===== config.mk =====
export PLATFORM = sky130hd
export DESIGN_NAME = tilt_complementary_filter_core_flat
export DESIGN_NICKNAME = d
export VERILOG_FILES = /design/src/design/tcf_pkg.sv /design/src/design/tcf_if.sv /design/src/design/tilt_complementary_filter_core.sv /design/src/design/tcf_mac.sv /design/src/design/tcf_isqrt.sv /design/src/design/tcf_cordic.sv /design/src/flat_wrapper.sv
export VERILOG_INCLUDE_DIRS = /design/src /design/src/design
export SDC_FILE = /design/constraint.sdc
export NUM_CORES = 2
export LEC_CHECK = 0
export BUFFER_PORTS_ARGS = -buffer_cell sky130_fd_sc_hd__buf_4
export CORE_MARGIN = 5
export CORE_UTILIZATION = 50
export CTS_CLUSTER_SIZE = 14
export DETAILED_ROUTE_END_ITERATION = 8
export GPL_ROUTABILITY_DRIVEN = 0
export PLACE_DENSITY = 0.69
export SKIP_LAST_GASP = 1
export SYNTH_ARGS = -nofsm -noshare
export SYNTH_HDL_FRONTEND = slang
export SYNTH_SLANG_ARGS = --single-unit

===== constraint.sdc =====
create_clock -name i_clk -period 12.2 [get_ports i_clk]
set_clock_uncertainty 0.15 [all_clocks]
set_input_delay 1.22 -clock i_clk [delete_from_list [all_inputs] [get_ports i_clk]]
set_output_delay 1.22 -clock i_clk [all_outputs]
set_load 0.1 [all_outputs]

===== src/design/tilt_complementary_filter_core_macros.svh =====
// Assertion macros for the tilt complementary filter core.
// Expects i_clk and i_rst_n in the scope of the module that uses them.
`ifndef TILT_COMPLEMENTARY_FILTER_CORE_MACROS_SVH
`define TILT_COMPLEMENTARY_FILTER_CORE_MACROS_SVH

// same-cycle implication, disabled during reset
`define TCF_ASSERT_IMP(lbl, ante, cons, msg) \
    lbl: assert property (@(posedge i_clk) disable iff (!i_rst_n) (ante) |-> (cons)) \
        else $error(msg);

// next-cycle implication, disabled during reset
`define TCF_ASSERT_NXT(lbl, ante, cons, msg) \
    lbl: assert property (@(posedge i_clk) disable iff (!i_rst_n) (ante) |=> (cons)) \
        else $error(msg);

`endif


===== src/design/tcf_pkg.sv =====
// Shared types, widths, register codes and the CORDIC arctangent table
// for the tilt complementary filter. No dependencies.
`default_nettype none

package tcf_pkg;

    localparam int ANG_W      = 27;  // CORDIC operands and angles, 2^-16 degree
    localparam int MUL_W      = 26;  // shared multiplier operand width
    localparam int ACC_W      = 60;  // multiply-accumulate register width
    localparam int DIFF_W     = 43;  // gyro path minus accel path, 2^-28 degree
    localparam int EST_W      = 20;  // estimates, 1/256 degree
    localparam int RND_W      = 24;  // rounded blend before saturation
    localparam int ATAN_DEPTH = 24;
    localparam int CFG_IDX_W  = 1;
    localparam int CFG_DATA_W = 24;

    localparam logic [CFG_IDX_W-1:0] REG_BLEND_WEIGHT  = 1'd0;
    localparam logic [CFG_IDX_W-1:0] REG_SAMPLE_PERIOD = 1'd1;

    localparam logic [15:0] BLEND_WEIGHT_RST  = 16'd32768;
    localparam logic [23:0] SAMPLE_PERIOD_RST = 24'd16777;

    localparam logic signed [ANG_W-1:0] HALF_TURN  = 27'sd11796480;
    localparam logic signed [ACC_W-1:0] ROUND_BIAS = 60'sd34359738368;  // 2^35
    localparam logic signed [EST_W-1:0] EST_MAX    = 20'sd524287;
    localparam logic signed [EST_W-1:0] EST_MIN    = -20'sd524288;

    typedef enum logic [3:0] {
        S_IDLE,
        S_SQ0,
        S_SQ1,
        S_ROLL_GO,
        S_ROLL_WAIT,
        S_PITCH_GO,
        S_PITCH_WAIT,
        S_BL_RATE,
        S_BL_DIFF,
        S_BL_LO,
        S_BL_HI,
        S_BL_ROUND,
        S_OUT
    } t_state;

    typedef struct packed {
        logic en;    // update the accumulator
        logic add;   // add to it instead of loading
        logic sh21;  // product weighted by 2^21
    } t_mac_cmd;

    // atan(2^-i) in units of 2^-16 degree
    function automatic logic [21:0] atan_step(input logic [4:0] idx);
        logic [21:0] v;
        unique case (idx)
            5'd0:    v = 22'd2949120;
            5'd1:    v = 22'd1740967;
            5'd2:    v = 22'd919879;
            5'd3:    v = 22'd466945;
            5'd4:    v = 22'd234379;
            5'd5:    v = 22'd117304;
            5'd6:    v = 22'd58666;
            5'd7:    v = 22'd29335;
            5'd8:    v = 22'd14668;
            5'd9:    v = 22'd7334;
            5'd10:   v = 22'd3667;
            5'd11:   v = 22'd1833;
            5'd12:   v = 22'd917;
            5'd13:   v = 22'd458;
            5'd14:   v = 22'd229;
            5'd15:   v = 22'd115;
            5'd16:   v = 22'd57;
            5'd17:   v = 22'd29;
            5'd18:   v = 22'd14;
            5'd19:   v = 22'd7;
            5'd20:   v = 22'd4;
            5'd21:   v = 22'd2;
            5'd22:   v = 22'd1;
            default: v = 22'd0;
        endcase
        return v;
    endfunction

endpackage

`default_nettype wire


===== src/design/tcf_if.sv =====
// Valid/ready channel interfaces for IMU samples and filter results.
// No dependencies.
`default_nettype none

interface tcf_sample_if;
    logic               valid;
    logic               ready;
    logic signed [15:0] gyro_x;
    logic signed [15:0] gyro_y;
    logic signed [15:0] gyro_z;
    logic signed [15:0] acc_x;
    logic signed [15:0] acc_y;
    logic signed [15:0] acc_z;

    modport source (output valid, gyro_x, gyro_y, gyro_z, acc_x, acc_y, acc_z,
                    input ready);
    modport sink (input valid, gyro_x, gyro_y, gyro_z, acc_x, acc_y, acc_z,
                  output ready);
endinterface

interface tcf_result_if;
    logic               valid;
    logic               ready;
    logic signed [19:0] roll_angle;
    logic signed [19:0] pitch_angle;
    logic signed [15:0] yaw_rate;

    modport source (output valid, roll_angle, pitch_angle, yaw_rate, input ready);
    modport sink (input valid, roll_angle, pitch_angle, yaw_rate, output ready);
endinterface

`default_nettype wire


===== src/design/tilt_complementary_filter_core.sv =====
// Tilt complementary filter top level: sequencer, blend datapath, registers.
// Depends on tcf_pkg, tcf_if, tcf_mac, tcf_isqrt, tcf_cordic and the macro header.
//
// Usage:
//   i_sample takes one IMU sample (three gyro rates, three accelerometer axes)
//   per valid/ready transfer; o_result gives one transfer per sample with the
//   filtered roll and pitch (1/256 degree, saturated) and gyro_z unchanged.
//   i_cfg_we/i_cfg_idx/i_cfg_data write blend_weight (index 0) and
//   sample_period (index 1); write only while no sample is in flight.
//   The time between samples is set by the 24-step square root, run alongside
//   the roll arctangent, the pitch arctangent on the same CORDIC, and the
//   shared multiplier for the two blends. i_sample.ready is high only while
//   the sequencer is idle.
//   The result sits in an output register; a stalled receiver does not block
//   the next sample, which waits at the end only if the register is still full.
//   Reset clears both estimates, restores the register defaults and empties
//   the output register.
`default_nettype none
`include "tilt_complementary_filter_core_macros.svh"

module tilt_complementary_filter_core #(
    parameter int CORDIC_STEPS = 16
) (
    input  wire logic                               i_clk,
    input  wire logic                               i_rst_n,
    tcf_sample_if.sink                              i_sample,
    tcf_result_if.source                            o_result,
    input  wire logic                               i_cfg_we,
    input  wire logic [tcf_pkg::CFG_IDX_W-1:0]      i_cfg_idx,
    input  wire logic [tcf_pkg::CFG_DATA_W-1:0]     i_cfg_data
);

    tcf_pkg::t_state r_state;
    tcf_pkg::t_state n_state;

    logic [15:0] r_blend_weight;
    logic [23:0] r_sample_period;

    logic signed [15:0] r_gx;
    logic signed [15:0] r_gy;
    logic signed [15:0] r_gz;
    logic signed [15:0] r_ax;
    logic signed [15:0] r_ay;
    logic signed [15:0] r_az;

    logic                                r_axis;
    logic signed [tcf_pkg::ANG_W-1:0]    r_roll_acc;
    logic signed [tcf_pkg::DIFF_W-1:0]   r_diff;
    logic signed [tcf_pkg::EST_W-1:0]    r_roll_est;
    logic signed [tcf_pkg::EST_W-1:0]    r_pitch_est;

    logic                                r_out_valid;
    logic signed [tcf_pkg::EST_W-1:0]    r_out_roll;
    logic signed [tcf_pkg::EST_W-1:0]    r_out_pitch;
    logic signed [15:0]                  r_out_yaw;

    tcf_pkg::t_mac_cmd                   mac_cmd;
    logic signed [tcf_pkg::MUL_W-1:0]    mac_a;
    logic signed [tcf_pkg::MUL_W-1:0]    mac_b;
    logic signed [tcf_pkg::ACC_W-1:0]    mac_acc;

    logic                                cordic_start;
    logic signed [tcf_pkg::ANG_W-1:0]    cordic_x;
    logic signed [tcf_pkg::ANG_W-1:0]    cordic_y;
    logic                                cordic_busy;
    logic signed [tcf_pkg::ANG_W-1:0]    cordic_angle;

    logic                                sqrt_start;
    logic                                sqrt_busy;
    logic [23:0]                         sqrt_root;

    logic                                sample_ready;
    logic                                in_xfer;
    logic                                out_load;
    logic                                units_idle;

    logic signed [15:0]                  rate_sel;
    logic signed [tcf_pkg::ANG_W-1:0]    ang_sel;
    logic signed [tcf_pkg::EST_W-1:0]    old_sel;
    logic signed [tcf_pkg::DIFF_W-1:0]   diff_next;
    logic signed [tcf_pkg::ACC_W-1:0]    rnd_sum;
    logic signed [tcf_pkg::RND_W-1:0]    rnd_q;
    logic signed [tcf_pkg::EST_W-1:0]    est_new;

    tcf_mac u_mac (
        .i_clk   (i_clk),
        .i_cmd   (mac_cmd),
        .i_a     (mac_a),
        .i_b     (mac_b),
        .o_acc   (mac_acc)
    );

    tcf_isqrt u_isqrt (
        .i_clk   (i_clk),
        .i_rst_n (i_rst_n),
        .i_start (sqrt_start),
        .i_val   (mac_acc[31:0]),
        .o_busy  (sqrt_busy),
        .o_root  (sqrt_root)
    );

    tcf_cordic #(
        .CORDIC_STEPS (CORDIC_STEPS)
    ) u_cordic (
        .i_clk   (i_clk),
        .i_rst_n (i_rst_n),
        .i_start (cordic_start),
        .i_x     (cordic_x),
        .i_y     (cordic_y),
        .o_busy  (cordic_busy),
        .o_angle (cordic_angle)
    );

    assign in_xfer    = i_sample.valid && sample_ready;
    assign units_idle = !cordic_busy && !sqrt_busy;

    // blend datapath
    always_comb begin
        rate_sel  = r_axis ? r_gy : r_gx;
        ang_sel   = r_axis ? cordic_angle : r_roll_acc;
        old_sel   = r_axis ? r_pitch_est : r_roll_est;
        diff_next = (tcf_pkg::DIFF_W'(old_sel) <<< 20)
                  + signed'(mac_acc[tcf_pkg::DIFF_W-1:0])
                  - (tcf_pkg::DIFF_W'(ang_sel) <<< 12);
        rnd_sum   = mac_acc + (tcf_pkg::ACC_W'(ang_sel) <<< 28) + tcf_pkg::ROUND_BIAS;
        rnd_q     = signed'(rnd_sum[tcf_pkg::ACC_W-1 -: tcf_pkg::RND_W]);
        if (rnd_q > tcf_pkg::RND_W'(tcf_pkg::EST_MAX)) begin
            est_new = tcf_pkg::EST_MAX;
        end else if (rnd_q < tcf_pkg::RND_W'(tcf_pkg::EST_MIN)) begin
            est_new = tcf_pkg::EST_MIN;
        end else begin
            est_new = rnd_q[tcf_pkg::EST_W-1:0];
        end
    end

    // next state
    always_comb begin
        n_state = r_state;
        unique case (r_state)
            tcf_pkg::S_IDLE: begin
                if (in_xfer) begin
                    n_state = tcf_pkg::S_SQ0;
                end
            end
            tcf_pkg::S_SQ0:      n_state = tcf_pkg::S_SQ1;
            tcf_pkg::S_SQ1:      n_state = tcf_pkg::S_ROLL_GO;
            tcf_pkg::S_ROLL_GO:  n_state = tcf_pkg::S_ROLL_WAIT;
            tcf_pkg::S_ROLL_WAIT: begin
                if (units_idle) begin
                    n_state = tcf_pkg::S_PITCH_GO;
                end
            end
            tcf_pkg::S_PITCH_GO: n_state = tcf_pkg::S_PITCH_WAIT;
            tcf_pkg::S_PITCH_WAIT: begin
                if (!cordic_busy) begin
                    n_state = tcf_pkg::S_BL_RATE;
                end
            end
            tcf_pkg::S_BL_RATE:  n_state = tcf_pkg::S_BL_DIFF;
            tcf_pkg::S_BL_DIFF:  n_state = tcf_pkg::S_BL_LO;
            tcf_pkg::S_BL_LO:    n_state = tcf_pkg::S_BL_HI;
            tcf_pkg::S_BL_HI:    n_state = tcf_pkg::S_BL_ROUND;
            tcf_pkg::S_BL_ROUND: n_state = r_axis ? tcf_pkg::S_OUT : tcf_pkg::S_BL_RATE;
            tcf_pkg::S_OUT: begin
                if (!r_out_valid || o_result.ready) begin
                    n_state = tcf_pkg::S_IDLE;
                end
            end
            default:             n_state = tcf_pkg::S_IDLE;
        endcase
    end

    // sequencer outputs
    always_comb begin
        sample_ready = 1'b0;
        mac_cmd      = '0;
        mac_a        = '0;
        mac_b        = '0;
        cordic_start = 1'b0;
        cordic_x     = '0;
        cordic_y     = '0;
        sqrt_start   = 1'b0;
        out_load     = 1'b0;
        unique case (r_state)
            tcf_pkg::S_IDLE: begin
                sample_ready = 1'b1;
            end
            tcf_pkg::S_SQ0: begin
                mac_cmd = '{en: 1'b1, add: 1'b0, sh21: 1'b0};
                mac_a   = tcf_pkg::MUL_W'(r_ay);
                mac_b   = tcf_pkg::MUL_W'(r_ay);
            end
            tcf_pkg::S_SQ1: begin
                mac_cmd = '{en: 1'b1, add: 1'b1, sh21: 1'b0};
                mac_a   = tcf_pkg::MUL_W'(r_az);
                mac_b   = tcf_pkg::MUL_W'(r_az);
            end
            tcf_pkg::S_ROLL_GO: begin
                sqrt_start   = 1'b1;
                cordic_start = 1'b1;
                cordic_x     = tcf_pkg::ANG_W'(r_az) <<< 8;
                cordic_y     = tcf_pkg::ANG_W'(r_ay) <<< 8;
            end
            tcf_pkg::S_PITCH_GO: begin
                cordic_start = 1'b1;
                cordic_x     = signed'(tcf_pkg::ANG_W'(sqrt_root));
                cordic_y     = -(tcf_pkg::ANG_W'(r_ax) <<< 8);
            end
            tcf_pkg::S_BL_RATE: begin
                mac_cmd = '{en: 1'b1, add: 1'b0, sh21: 1'b0};
                mac_a   = tcf_pkg::MUL_W'(rate_sel);
                mac_b   = signed'(tcf_pkg::MUL_W'(r_sample_period));
            end
            tcf_pkg::S_BL_LO: begin
                mac_cmd = '{en: 1'b1, add: 1'b0, sh21: 1'b0};
                mac_a   = signed'(tcf_pkg::MUL_W'(r_blend_weight));
                mac_b   = signed'(tcf_pkg::MUL_W'(r_diff[20:0]));
            end
            tcf_pkg::S_BL_HI: begin
                mac_cmd = '{en: 1'b1, add: 1'b1, sh21: 1'b1};
                mac_a   = signed'(tcf_pkg::MUL_W'(r_blend_weight));
                mac_b   = tcf_pkg::MUL_W'(signed'(r_diff[tcf_pkg::DIFF_W-1:21]));
            end
            tcf_pkg::S_OUT: begin
                out_load = !r_out_valid || o_result.ready;
            end
            default: begin
            end
        endcase
    end

    always_ff @(posedge i_clk) begin
        if (!i_rst_n) begin
            r_state <= tcf_pkg::S_IDLE;
        end else begin
            r_state <= n_state;
        end
    end

    always_ff @(posedge i_clk) begin
        if (!i_rst_n) begin
            r_blend_weight  <= tcf_pkg::BLEND_WEIGHT_RST;
            r_sample_period <= tcf_pkg::SAMPLE_PERIOD_RST;
        end else if (i_cfg_we) begin
            unique case (i_cfg_idx)
                tcf_pkg::REG_BLEND_WEIGHT:  r_blend_weight  <= i_cfg_data[15:0];
                tcf_pkg::REG_SAMPLE_PERIOD: r_sample_period <= i_cfg_data;
                default: begin
                end
            endcase
        end
    end

    always_ff @(posedge i_clk) begin
        if (in_xfer) begin
            r_gx <= i_sample.gyro_x;
            r_gy <= i_sample.gyro_y;
            r_gz <= i_sample.gyro_z;
            r_ax <= i_sample.acc_x;
            r_ay <= i_sample.acc_y;
            r_az <= i_sample.acc_z;
        end
        if (r_state == tcf_pkg::S_ROLL_WAIT && units_idle) begin
            r_roll_acc <= cordic_angle;
        end
        if (r_state == tcf_pkg::S_BL_DIFF) begin
            r_diff <= diff_next;
        end
        if (out_load) begin
            r_out_roll  <= r_roll_est;
            r_out_pitch <= r_pitch_est;
            r_out_yaw   <= r_gz;
        end
    end

    always_ff @(posedge i_clk) begin
        if (!i_rst_n) begin
            r_axis      <= 1'b0;
            r_roll_est  <= '0;
            r_pitch_est <= '0;
            r_out_valid <= 1'b0;
        end else begin
            if (in_xfer) begin
                r_axis <= 1'b0;
            end else if (r_state == tcf_pkg::S_BL_ROUND) begin
                r_axis <= 1'b1;
                if (r_axis) begin
                    r_pitch_est <= est_new;
                end else begin
                    r_roll_est <= est_new;
                end
            end
            if (out_load) begin
                r_out_valid <= 1'b1;
            end else if (o_result.ready) begin
                r_out_valid <= 1'b0;
            end
        end
    end

    assign i_sample.ready       = sample_ready;
    assign o_result.valid       = r_out_valid;
    assign o_result.roll_angle  = r_out_roll;
    assign o_result.pitch_angle = r_out_pitch;
    assign o_result.yaw_rate    = r_out_yaw;

    `TCF_ASSERT_IMP(a_units_idle, r_state == tcf_pkg::S_IDLE, units_idle, "unit busy while idle")
    `TCF_ASSERT_NXT(a_est_hold, r_state != tcf_pkg::S_BL_ROUND,
                    $stable(r_roll_est) && $stable(r_pitch_est), "estimate changed outside round step")
    `TCF_ASSERT_NXT(a_out_src, r_state != tcf_pkg::S_OUT && !r_out_valid,
                    !r_out_valid, "result shown without sequencer")
    `TCF_ASSERT_NXT(a_take, in_xfer,
                    r_state == tcf_pkg::S_SQ0 && !r_axis, "sample transfer did not start sequence")

endmodule

`default_nettype wire


===== src/design/tcf_mac.sv =====
// Shared signed multiply-accumulate unit: squares, rate times period, blend.
// Depends on tcf_pkg.
`default_nettype none

module tcf_mac (
    input  wire logic                               i_clk,
    input  wire tcf_pkg::t_mac_cmd                  i_cmd,
    input  wire logic signed [tcf_pkg::MUL_W-1:0]   i_a,
    input  wire logic signed [tcf_pkg::MUL_W-1:0]   i_b,
    output logic signed [tcf_pkg::ACC_W-1:0]        o_acc
);

    logic signed [2*tcf_pkg::MUL_W-1:0] prod;
    logic signed [tcf_pkg::ACC_W-1:0]   prod_ext;
    logic signed [tcf_pkg::ACC_W-1:0]   r_acc;

    always_comb begin
        prod     = i_a * i_b;
        prod_ext = tcf_pkg::ACC_W'(prod);
        if (i_cmd.sh21) begin
            prod_ext = prod_ext <<< 21;
        end
    end

    always_ff @(posedge i_clk) begin
        if (i_cmd.en) begin
            r_acc <= i_cmd.add ? r_acc + prod_ext : prod_ext;
        end
    end

    assign o_acc = r_acc;

endmodule

`default_nettype wire


===== src/design/tcf_isqrt.sv =====
// Digit-by-digit floor square root of a 32-bit value scaled by 2^16,
// one result bit per cycle. Depends on nothing outside this file.
`default_nettype none

module tcf_isqrt (
    input  wire logic        i_clk,
    input  wire logic        i_rst_n,
    input  wire logic        i_start,
    input  wire logic [31:0] i_val,
    output logic             o_busy,
    output logic [23:0]      o_root
);

    localparam int RAD_W = 48;
    localparam int REM_W = 28;
    localparam logic [4:0] LAST = 5'd23;

    logic [RAD_W-1:0] r_rad;
    logic [REM_W-1:0] r_rem;
    logic [23:0]      r_root;
    logic [4:0]       r_cnt;
    logic             r_busy;

    logic [REM_W-1:0] cur;
    logic [REM_W-1:0] trial;
    logic             fits;

    always_comb begin
        cur   = {r_rem[REM_W-3:0], r_rad[RAD_W-1 -: 2]};
        trial = {2'b00, r_root, 2'b01};
        fits  = (cur >= trial);
    end

    always_ff @(posedge i_clk) begin
        if (!i_rst_n) begin
            r_busy <= 1'b0;
            r_cnt  <= '0;
        end else if (i_start) begin
            r_busy <= 1'b1;
            r_cnt  <= '0;
            r_rad  <= {i_val, 16'd0};
            r_rem  <= '0;
            r_root <= '0;
        end else if (r_busy) begin
            r_rad  <= r_rad << 2;
            r_rem  <= fits ? cur - trial : cur;
            r_root <= {r_root[22:0], fits};
            r_cnt  <= r_cnt + 5'd1;
            if (r_cnt == LAST) begin
                r_busy <= 1'b0;
            end
        end
    end

    assign o_busy = r_busy;
    assign o_root = r_root;

endmodule

`default_nettype wire


===== src/design/tcf_cordic.sv =====
// Vectoring CORDIC arctangent in 2^-16 degree, one rotation per cycle
// through shifters and adders reused for every rotation. Depends on tcf_pkg.
`default_nettype none

module tcf_cordic #(
    parameter int CORDIC_STEPS = 16
) (
    input  wire logic                               i_clk,
    input  wire logic                               i_rst_n,
    input  wire logic                               i_start,
    input  wire logic signed [tcf_pkg::ANG_W-1:0]   i_x,
    input  wire logic signed [tcf_pkg::ANG_W-1:0]   i_y,
    output logic                                    o_busy,
    output logic signed [tcf_pkg::ANG_W-1:0]        o_angle
);

    localparam int NUM_ITER = (CORDIC_STEPS < tcf_pkg::ATAN_DEPTH) ?
                              CORDIC_STEPS : tcf_pkg::ATAN_DEPTH;
    localparam int CNT_W    = (NUM_ITER > 1) ? $clog2(NUM_ITER) : 1;
    localparam logic [CNT_W-1:0] LAST = CNT_W'(NUM_ITER - 1);

    logic signed [tcf_pkg::ANG_W-1:0] r_x;
    logic signed [tcf_pkg::ANG_W-1:0] r_y;
    logic signed [tcf_pkg::ANG_W-1:0] r_z;
    logic [CNT_W-1:0]                 r_cnt;
    logic                             r_busy;

    logic signed [tcf_pkg::ANG_W-1:0] xs;
    logic signed [tcf_pkg::ANG_W-1:0] ys;
    logic signed [tcf_pkg::ANG_W-1:0] atan_v;

    always_comb begin
        xs     = r_x >>> r_cnt;
        ys     = r_y >>> r_cnt;
        atan_v = signed'(tcf_pkg::ANG_W'(tcf_pkg::atan_step(5'(r_cnt))));
    end

    always_ff @(posedge i_clk) begin
        if (!i_rst_n) begin
            r_busy <= 1'b0;
            r_cnt  <= '0;
            r_z    <= '0;
        end else if (i_start) begin
            r_cnt <= '0;
            if (i_x == 0 && i_y == 0) begin
                r_busy <= 1'b0;
                r_z    <= '0;
            end else if (i_x < 0) begin
                r_busy <= 1'b1;
                r_x    <= -i_x;
                r_y    <= -i_y;
                r_z    <= (i_y >= 0) ? tcf_pkg::HALF_TURN : -tcf_pkg::HALF_TURN;
            end else begin
                r_busy <= 1'b1;
                r_x    <= i_x;
                r_y    <= i_y;
                r_z    <= '0;
            end
        end else if (r_busy) begin
            if (r_y > 0) begin
                r_x <= r_x + ys;
                r_y <= r_y - xs;
                r_z <= r_z + atan_v;
            end else begin
                r_x <= r_x - ys;
                r_y <= r_y + xs;
                r_z <= r_z - atan_v;
            end
            if (r_cnt == LAST) begin
                r_busy <= 1'b0;
            end else begin
                r_cnt <= r_cnt + CNT_W'(1);
            end
        end
    end

    assign o_busy  = r_busy;
    assign o_angle = r_z;

endmodule

`default_nettype wire


===== src/flat_wrapper.sv =====
// flat-port wrapper written by rule: the top's interface ports become plain ports
module tilt_complementary_filter_core_flat 
#(
    parameter int CORDIC_STEPS = 16
)
  (i_clk, i_rst_n, i_cfg_we, i_cfg_idx, i_cfg_data, i_sample_valid, i_sample_gyro_x, i_sample_gyro_y, i_sample_gyro_z, i_sample_acc_x, i_sample_acc_y, i_sample_acc_z, i_sample_ready, o_result_valid, o_result_roll_angle, o_result_pitch_angle, o_result_yaw_rate, o_result_ready);
  tcf_sample_if i_sample_i ();
  tcf_result_if o_result_i ();
  input  wire logic i_clk;
  input  wire logic i_rst_n;
  input  wire logic i_cfg_we;
  input  wire logic [tcf_pkg::CFG_IDX_W-1:0] i_cfg_idx;
  input  wire logic [tcf_pkg::CFG_DATA_W-1:0] i_cfg_data;
  input wire logic [$bits(i_sample_i.valid)-1:0] i_sample_valid;
  input wire logic [$bits(i_sample_i.gyro_x)-1:0] i_sample_gyro_x;
  input wire logic [$bits(i_sample_i.gyro_y)-1:0] i_sample_gyro_y;
  input wire logic [$bits(i_sample_i.gyro_z)-1:0] i_sample_gyro_z;
  input wire logic [$bits(i_sample_i.acc_x)-1:0] i_sample_acc_x;
  input wire logic [$bits(i_sample_i.acc_y)-1:0] i_sample_acc_y;
  input wire logic [$bits(i_sample_i.acc_z)-1:0] i_sample_acc_z;
  output wire logic [$bits(i_sample_i.ready)-1:0] i_sample_ready;
  output wire logic [$bits(o_result_i.valid)-1:0] o_result_valid;
  output wire logic [$bits(o_result_i.roll_angle)-1:0] o_result_roll_angle;
  output wire logic [$bits(o_result_i.pitch_angle)-1:0] o_result_pitch_angle;
  output wire logic [$bits(o_result_i.yaw_rate)-1:0] o_result_yaw_rate;
  input wire logic [$bits(o_result_i.ready)-1:0] o_result_ready;
  assign i_sample_i.valid = i_sample_valid;
  assign i_sample_i.gyro_x = i_sample_gyro_x;
  assign i_sample_i.gyro_y = i_sample_gyro_y;
  assign i_sample_i.gyro_z = i_sample_gyro_z;
  assign i_sample_i.acc_x = i_sample_acc_x;
  assign i_sample_i.acc_y = i_sample_acc_y;
  assign i_sample_i.acc_z = i_sample_acc_z;
  assign i_sample_ready = i_sample_i.ready;
  assign o_result_valid = o_result_i.valid;
  assign o_result_roll_angle = o_result_i.roll_angle;
  assign o_result_pitch_angle = o_result_i.pitch_angle;
  assign o_result_yaw_rate = o_result_i.yaw_rate;
  assign o_result_i.ready = o_result_ready;
  tilt_complementary_filter_core #(.CORDIC_STEPS(CORDIC_STEPS)) u_core (.i_clk(i_clk), .i_rst_n(i_rst_n), .i_sample(i_sample_i), .o_result(o_result_i), .i_cfg_we(i_cfg_we), .i_cfg_idx(i_cfg_idx), .i_cfg_data(i_cfg_data));
endmodule

* Yosys cells after proc, flatten, opt, wreduce, memory -nomap -nowiden
Memories as Yosys holds them, arrays and structs flattened. A register that Yosys moved wholly into a read port is not among the register bits. Cells that the tools add are included.
Word-level totals: register bits 556, memory bits (read-only) 352, logic and storage cells 163, memories kept 1
Memories:
- (name not given) | depth 16, bits a word 22, rd ports 1, clocked after Yosys merged registers in 1, wr ports 0, RTL line tcf_pkg.sv:53 | unique case (idx)
Cells by class: add/subtract/negate cells 17, multiply operators 1, magnitude comparators 6, equality and inequality tests 19, shifts and indexed selects 2, multiplexer cells 54, bitwise gates (word level) 5, reduce and logical (&&, ||, !) cells 28
Operators with widths (count):
- $mux W27 | 17
- $pmux W26 S5 | 1
- $mux W60 | 2
- $pmux W27 S2 | 2
- $pmux W26 S4 | 1
- $mux W48 | 2
- $logic_not A32 Y1 | 2
- $add A60 B37 Y60 const B | 1
- $add A60 B55 Y60 | 1
- $add A60 B60 Y60 | 1
- $mux W20 | 3
- $add A27 B27 Y27 | 2
- $neg A27 Y27 | 2
- $sshr A27 B4 Y27 | 2
- $sub A27 B27 Y27 | 2
- $mul A26 B26 Y52 | 1
- $mux W26 | 2
- $pmux W4 S13 | 1
- $add A40 B43 Y43 | 1
- $sub A43 B39 Y43 | 1
- $ge A28 B26 Y1 | 1
- $mux W4 | 7
- $add A27 B23 Y27 | 1
- $ge A27 B1 Y1 const B | 1
- 31 further kinds | 75

* Depth between registers and ports, before layout
depth after elaboration 7, gate-level depth with buffers 48

* Cells and area by module
Synthesis repeated with hierarchy kept, for this count alone.
Second synthesis, totals: cells, all modules 7128, area total of the unflattened synthesis 66980.5 um2
By module, submodules not included:
- tcf_mac | times used 1, cells each 3422, area an instance 30944.7 um2
- tilt_complementary_filter_core | times used 1, cells each 1523, area an instance 16926.2 um2
- tcf_cordic | times used 1, cells each 1693, area an instance 13980.9 um2
- tcf_isqrt | times used 1, cells each 490, area an instance 5128.7 um2

* Least setup slack after synthesis
Ideal clock, no wire load.
kind register to register, start point reg u_core.r_state[1], end point reg u_core.u_mac.r_acc (netlist bit u_core.u_mac.o_acc[59]) (data pin), library setup time 0.261 ns, arrival 11.618 ns, slack 0.171 ns, stages on the path, launching flop included 48, path buffers 5, period minus slack after synthesis 12.029 ns, path through dfxtp_1 -> nor2b_1 -> clkbuf_1 -> nand2_1 -> nor2_1 -> or2_2 -> clkbuf_1 -> clkbuf_1 -> nand2_1 -> nand3_1 -> clkbuf_1 -> nand2_1 -> fa_1 -> inv_1 -> fa_1 -> inv_1 -> fa_1 -> fa_1 -> (+12 left out) -> o21ai_1 -> a311o_1 -> o31ai_1 -> o21a_1 -> a21oi_1 -> a21oi_1 -> ha_1 -> clkbuf_1 -> a21o_1 -> a21o_1 -> a21o_1 -> a21o_1 -> a211oi_1 -> a21boi_1 -> mux2i_1 -> a2111oi_0 -> a41o_1 -> a221o_1
Between the ends: word-level cells in the longest chain between the ends 7
RTL lines:
- start: declaration | RTL line tilt_complementary_filter_core.sv:33 | tcf_pkg::t_state r_state;
- start signal: assignment | RTL line tilt_complementary_filter_core.sv:234 | r_state <= tcf_pkg::S_IDLE;
- start signal: assignment | RTL line tilt_complementary_filter_core.sv:236 | r_state <= n_state;
- $eq A4 B4 Y1 | RTL line tilt_complementary_filter_core.sv:184 | unique case (r_state)
- $reduce_or A2 Y1 (no line)
- $pmux W26 S4 | RTL line tilt_complementary_filter_core.sv:184
- $mul A26 B26 Y52 | RTL line tcf_mac.sv:18 | prod = i_a * i_b;
- $mux W60 | RTL line tcf_mac.sv:20 | if (i_cmd.sh21) begin
- $add A60 B60 Y60 | RTL line tcf_mac.sv:27 | r_acc <= i_cmd.add ? r_acc + prod_ext : prod_ext;
- $mux W60 * | RTL line tcf_mac.sv:27
- end signal: assignment | RTL line tcf_mac.sv:27
- end: declaration | RTL line tcf_mac.sv:15 | logic signed [tcf_pkg::ACC_W-1:0] r_acc;
Every way passes the cells marked *; elsewhere a longest branch is shown, timed or not. A chain may end at the register's enable or synchronous reset.

* Final worst setup path
start point reg u_core.r_state[0], end point reg u_core.u_mac.r_acc (netlist bit u_core.u_mac.o_acc[59]) (data pin)
Same word-level chain as after synthesis.

==> flow_summary.ini <==
[synthesis]
syn_nets = 7270
synth_seq_cells = 564
synth_area_per_cell_sq_um = 9.379
yosys_warnings = 0
syn_inst = 6174
synth-main-ff-cell = edfxtp_1
synth_seq_area_share = 0.2672
synth_edf_count = 418
synthDistinctLibCells = 102
syn_area_sq_um = 57900
synthArstFlopShare = 0

[cells_and_area]
final_core_util = 0.5568
area_growth_pct = 10.26
finalNetCount = 7442
drive_above_1_share = 0.1091
layout_commonest_cell = inv_1
final_cell_mix = inv_1, nand2_1, fa_1

[route]
vias = 47550
drc_errors = 0
vias_per_cell = 6.009
ant_nets = 0
drt_iter0_markers = 5013
wl_per_cell_um = 22.82
dr.pass1.iters = 8
wl_mm = 180.6

[critical_path]
cp.arrival_ps = 12030
crit_path_max_fanout = 15
cp-end-kind = flip-flop
startpoint_type = flip-flop
critical_path.slowest_cell = a22oi_1
critPathRequiredTime_ps = 12500
critPathKind = flip-flop to flip-flop
crit_path_max_incr_delay_ps = 650
crit_top_cell = fa_1
rr_worst_depth = 42

[sta]
setup_violations = 0
fmax_mhz = 85.30
finalMaxSlewViolations = 0
fin_ws_ps = 476.8
hold_viol = 0
finalCritPeriodShare = 0.9609
fin_crit_ps = 11720
slew_headroom = 0.2168
tightest_slew_ps = 1175

[run]
drv_cap = 0

[clocking]
clkTransAtPathRegs_ps = 70
insertion_delay_ps = 700
clock-sinks = 564
numCtsBuffers = 61
tritoncts = done
htree_levels = 2
cts_buffer_depth = 3
cts-root-buf = clkbuf_16

[floorplanning]
initial_core_util = 0.5050
num_rows = 124
die_x_um = 350.3
die_h_um = 350.3
io_pins = 184
core_region_area_sq_um = 114700
die_area_sq_um = 122700

[power_and_ir_drop]
ir_worst_vdd_uv = 340.9
finalPower_uw = 19840
leakage_uw = 0.02861
power_density_nw_per_um2 = 310.7

[worst_hold_path]
hold_path_class = flip-flop to flip-flop
hold_depth = 0

[global_route]
grt_pass1_wl_mm = 276.0
grt_max_degree = 76
grt_overflow_total = 0
grtUsageTotal = 0.2903
grt_pass1_vias = 46240
antenna_found_initial = 4

[placement]
dp_slack_ps = 139.3
io_buffers = 183
post-dp-hpwl_mm = 145.3

[outcome]
status = finished, final reports clean
path summary, 6_finish.rpt:
path,start,to,slack [ps]
min,u_core.r_gz[8]$_DFFE_PP_,u_core.o_result.yaw_rate[8]$_DFFE_PP_,270
min reg2reg,u_core.r_gz[8]$_DFFE_PP_,u_core.o_result.yaw_rate[8]$_DFFE_PP_,270
max reg2reg,u_core.r_state[0]$_SDFFE_PN0P_,u_core.u_mac.o_acc[59]$_DFFE_PP_,480
max,u_core.r_state[0]$_SDFFE_PN0P_,u_core.u_mac.o_acc[59]$_DFFE_PP_,480
synthesized netlist by cell type (all sizes together), types with 25 or more instances:
master | instances | share of area
a22oi | 35 | 0.0045
ha | 422 | 0.091
clkbuf | 208 | 0.014
and3 | 59 | 0.0064
inv | 795 | 0.052
xnor2 | 193 | 0.029
nor3 | 60 | 0.0054
o21a | 41 | 0.0053
dfxtp | 146 | 0.050
o21bai | 31 | 0.0040
nand4 | 34 | 0.0037
mux2 | 59 | 0.011
nor2 | 539 | 0.035
edfxtp | 418 | 0.22
nand2b | 49 | 0.0053
o31ai | 36 | 0.0048
a211oi | 39 | 0.0051
a31oi | 38 | 0.0041
nor2b | 46 | 0.0050
a21oi | 356 | 0.031
mux4 | 56 | 0.023
nand3 | 95 | 0.0082
buf | 46 | 0.0043
xor2 | 152 | 0.023
and2 | 41 | 0.0044
a21boi | 52 | 0.0067
fa | 548 | 0.19
a21o | 159 | 0.021
o21ai | 284 | 0.025
o221a | 38 | 0.0074
mux2i | 92 | 0.016
nand2 | 722 | 0.047
or3 | 25 | 0.0027
state kept, by name (all words and copies together), names as in the netlist, 20 cells and up:
| signal | cells |
|---|---|
| u_core.u_mac.o_acc | 60 |
| u_core.r_pitch_est | 20 |
| u_core.u_isqrt.o_root | 24 |
| u_core.r_sample_period | 24 |
| u_core.o_result.roll_angle | 20 |
| u_core.u_isqrt.r_rad | 32 |
| u_core.u_cordic.r_x | 27 |
| u_core.r_roll_acc | 27 |
| u_core.r_diff | 43 |
| u_core.u_cordic.o_angle | 27 |
| u_core.u_cordic.atan_v | 22 |
| u_core.u_isqrt.r_rem | 26 |
| u_core.r_roll_est | 20 |
| u_core.u_cordic.r_y | 27 |
| u_core.o_result.pitch_angle | 20 |
worst max-delay path, delay by kind of cell (launching register included):
family,cells,cell delay (ps)
AOI/OAI and AO/OA,17,4270
adders and majority gates,9,4310
buffers and inverters,10,1360
DFF,1,420
muxes,1,270
and+or+nand+nor,5,740
logic make-up after synthesis:
logic type,after synthesis,share of synthesized area
adders and majority gates,970,0.2806
DFF,564,0.2672
AOI/OAI and AO/OA,1295,0.1475
and+or+nand+nor,1742,0.1325
muxes,207,0.05035
buffers and inverters,1051,0.06956
xor gates and xnor gates,345,0.05218
cell type report:
type	count	area [sq um]
flip-flops and latches	564	15480
multi-input cells	4559	38560
repair buffers	363	2761
clock inverters	41	466.7
diodes	1	2.502
inverters	797	2999
clock buffers	75	1682
well taps	1512	1892
fillers	10070	50810
metal layers:
layer	share of wire	up-vias	wire length [um]	track usage
met5	0.00011	-	19	0
met4	0.059	4	10720	0.1399
met3	0.10	495	18380	0.06257
met2	0.45	2378	80980	0.4542
met1	0.39	23250	70450	0.3867
li1	-	21420	-	-
power breakdown:
| group | switching (uW) | internal (uW) |
|---|---|---|
| clock | 854 | 1120 |
| sequential | 284 | 2640 |
| combinational | 8930 | 6020 |
| total | 10100 | 9770 |
through the flow:
step | setup TNS [ps] | std cells | area (sq um) | hold slack (ps)
finish | 0 | 7912 | 63840 | 266.0
global route | -11.88 | 7911 | 63840 | 274.2
CTS | 0 | 7902 | 63700 | 265.9
detailed placement | 0 | 7786 | 61550 | 254.5
global placement | 0 | 7786 | 61550 | 250.5
floorplan | 0 | 6174 | 57900 | 250.3
repair_timing:
action / in CTS / in global routing
hold buffers: 0 / 0
buffers inserted: 0 / 9
endpoints found under the setup margin: 0 / 16
gates resized for setup: 0 / 22
No activity file was read; power rests on OpenSTA's default activity.
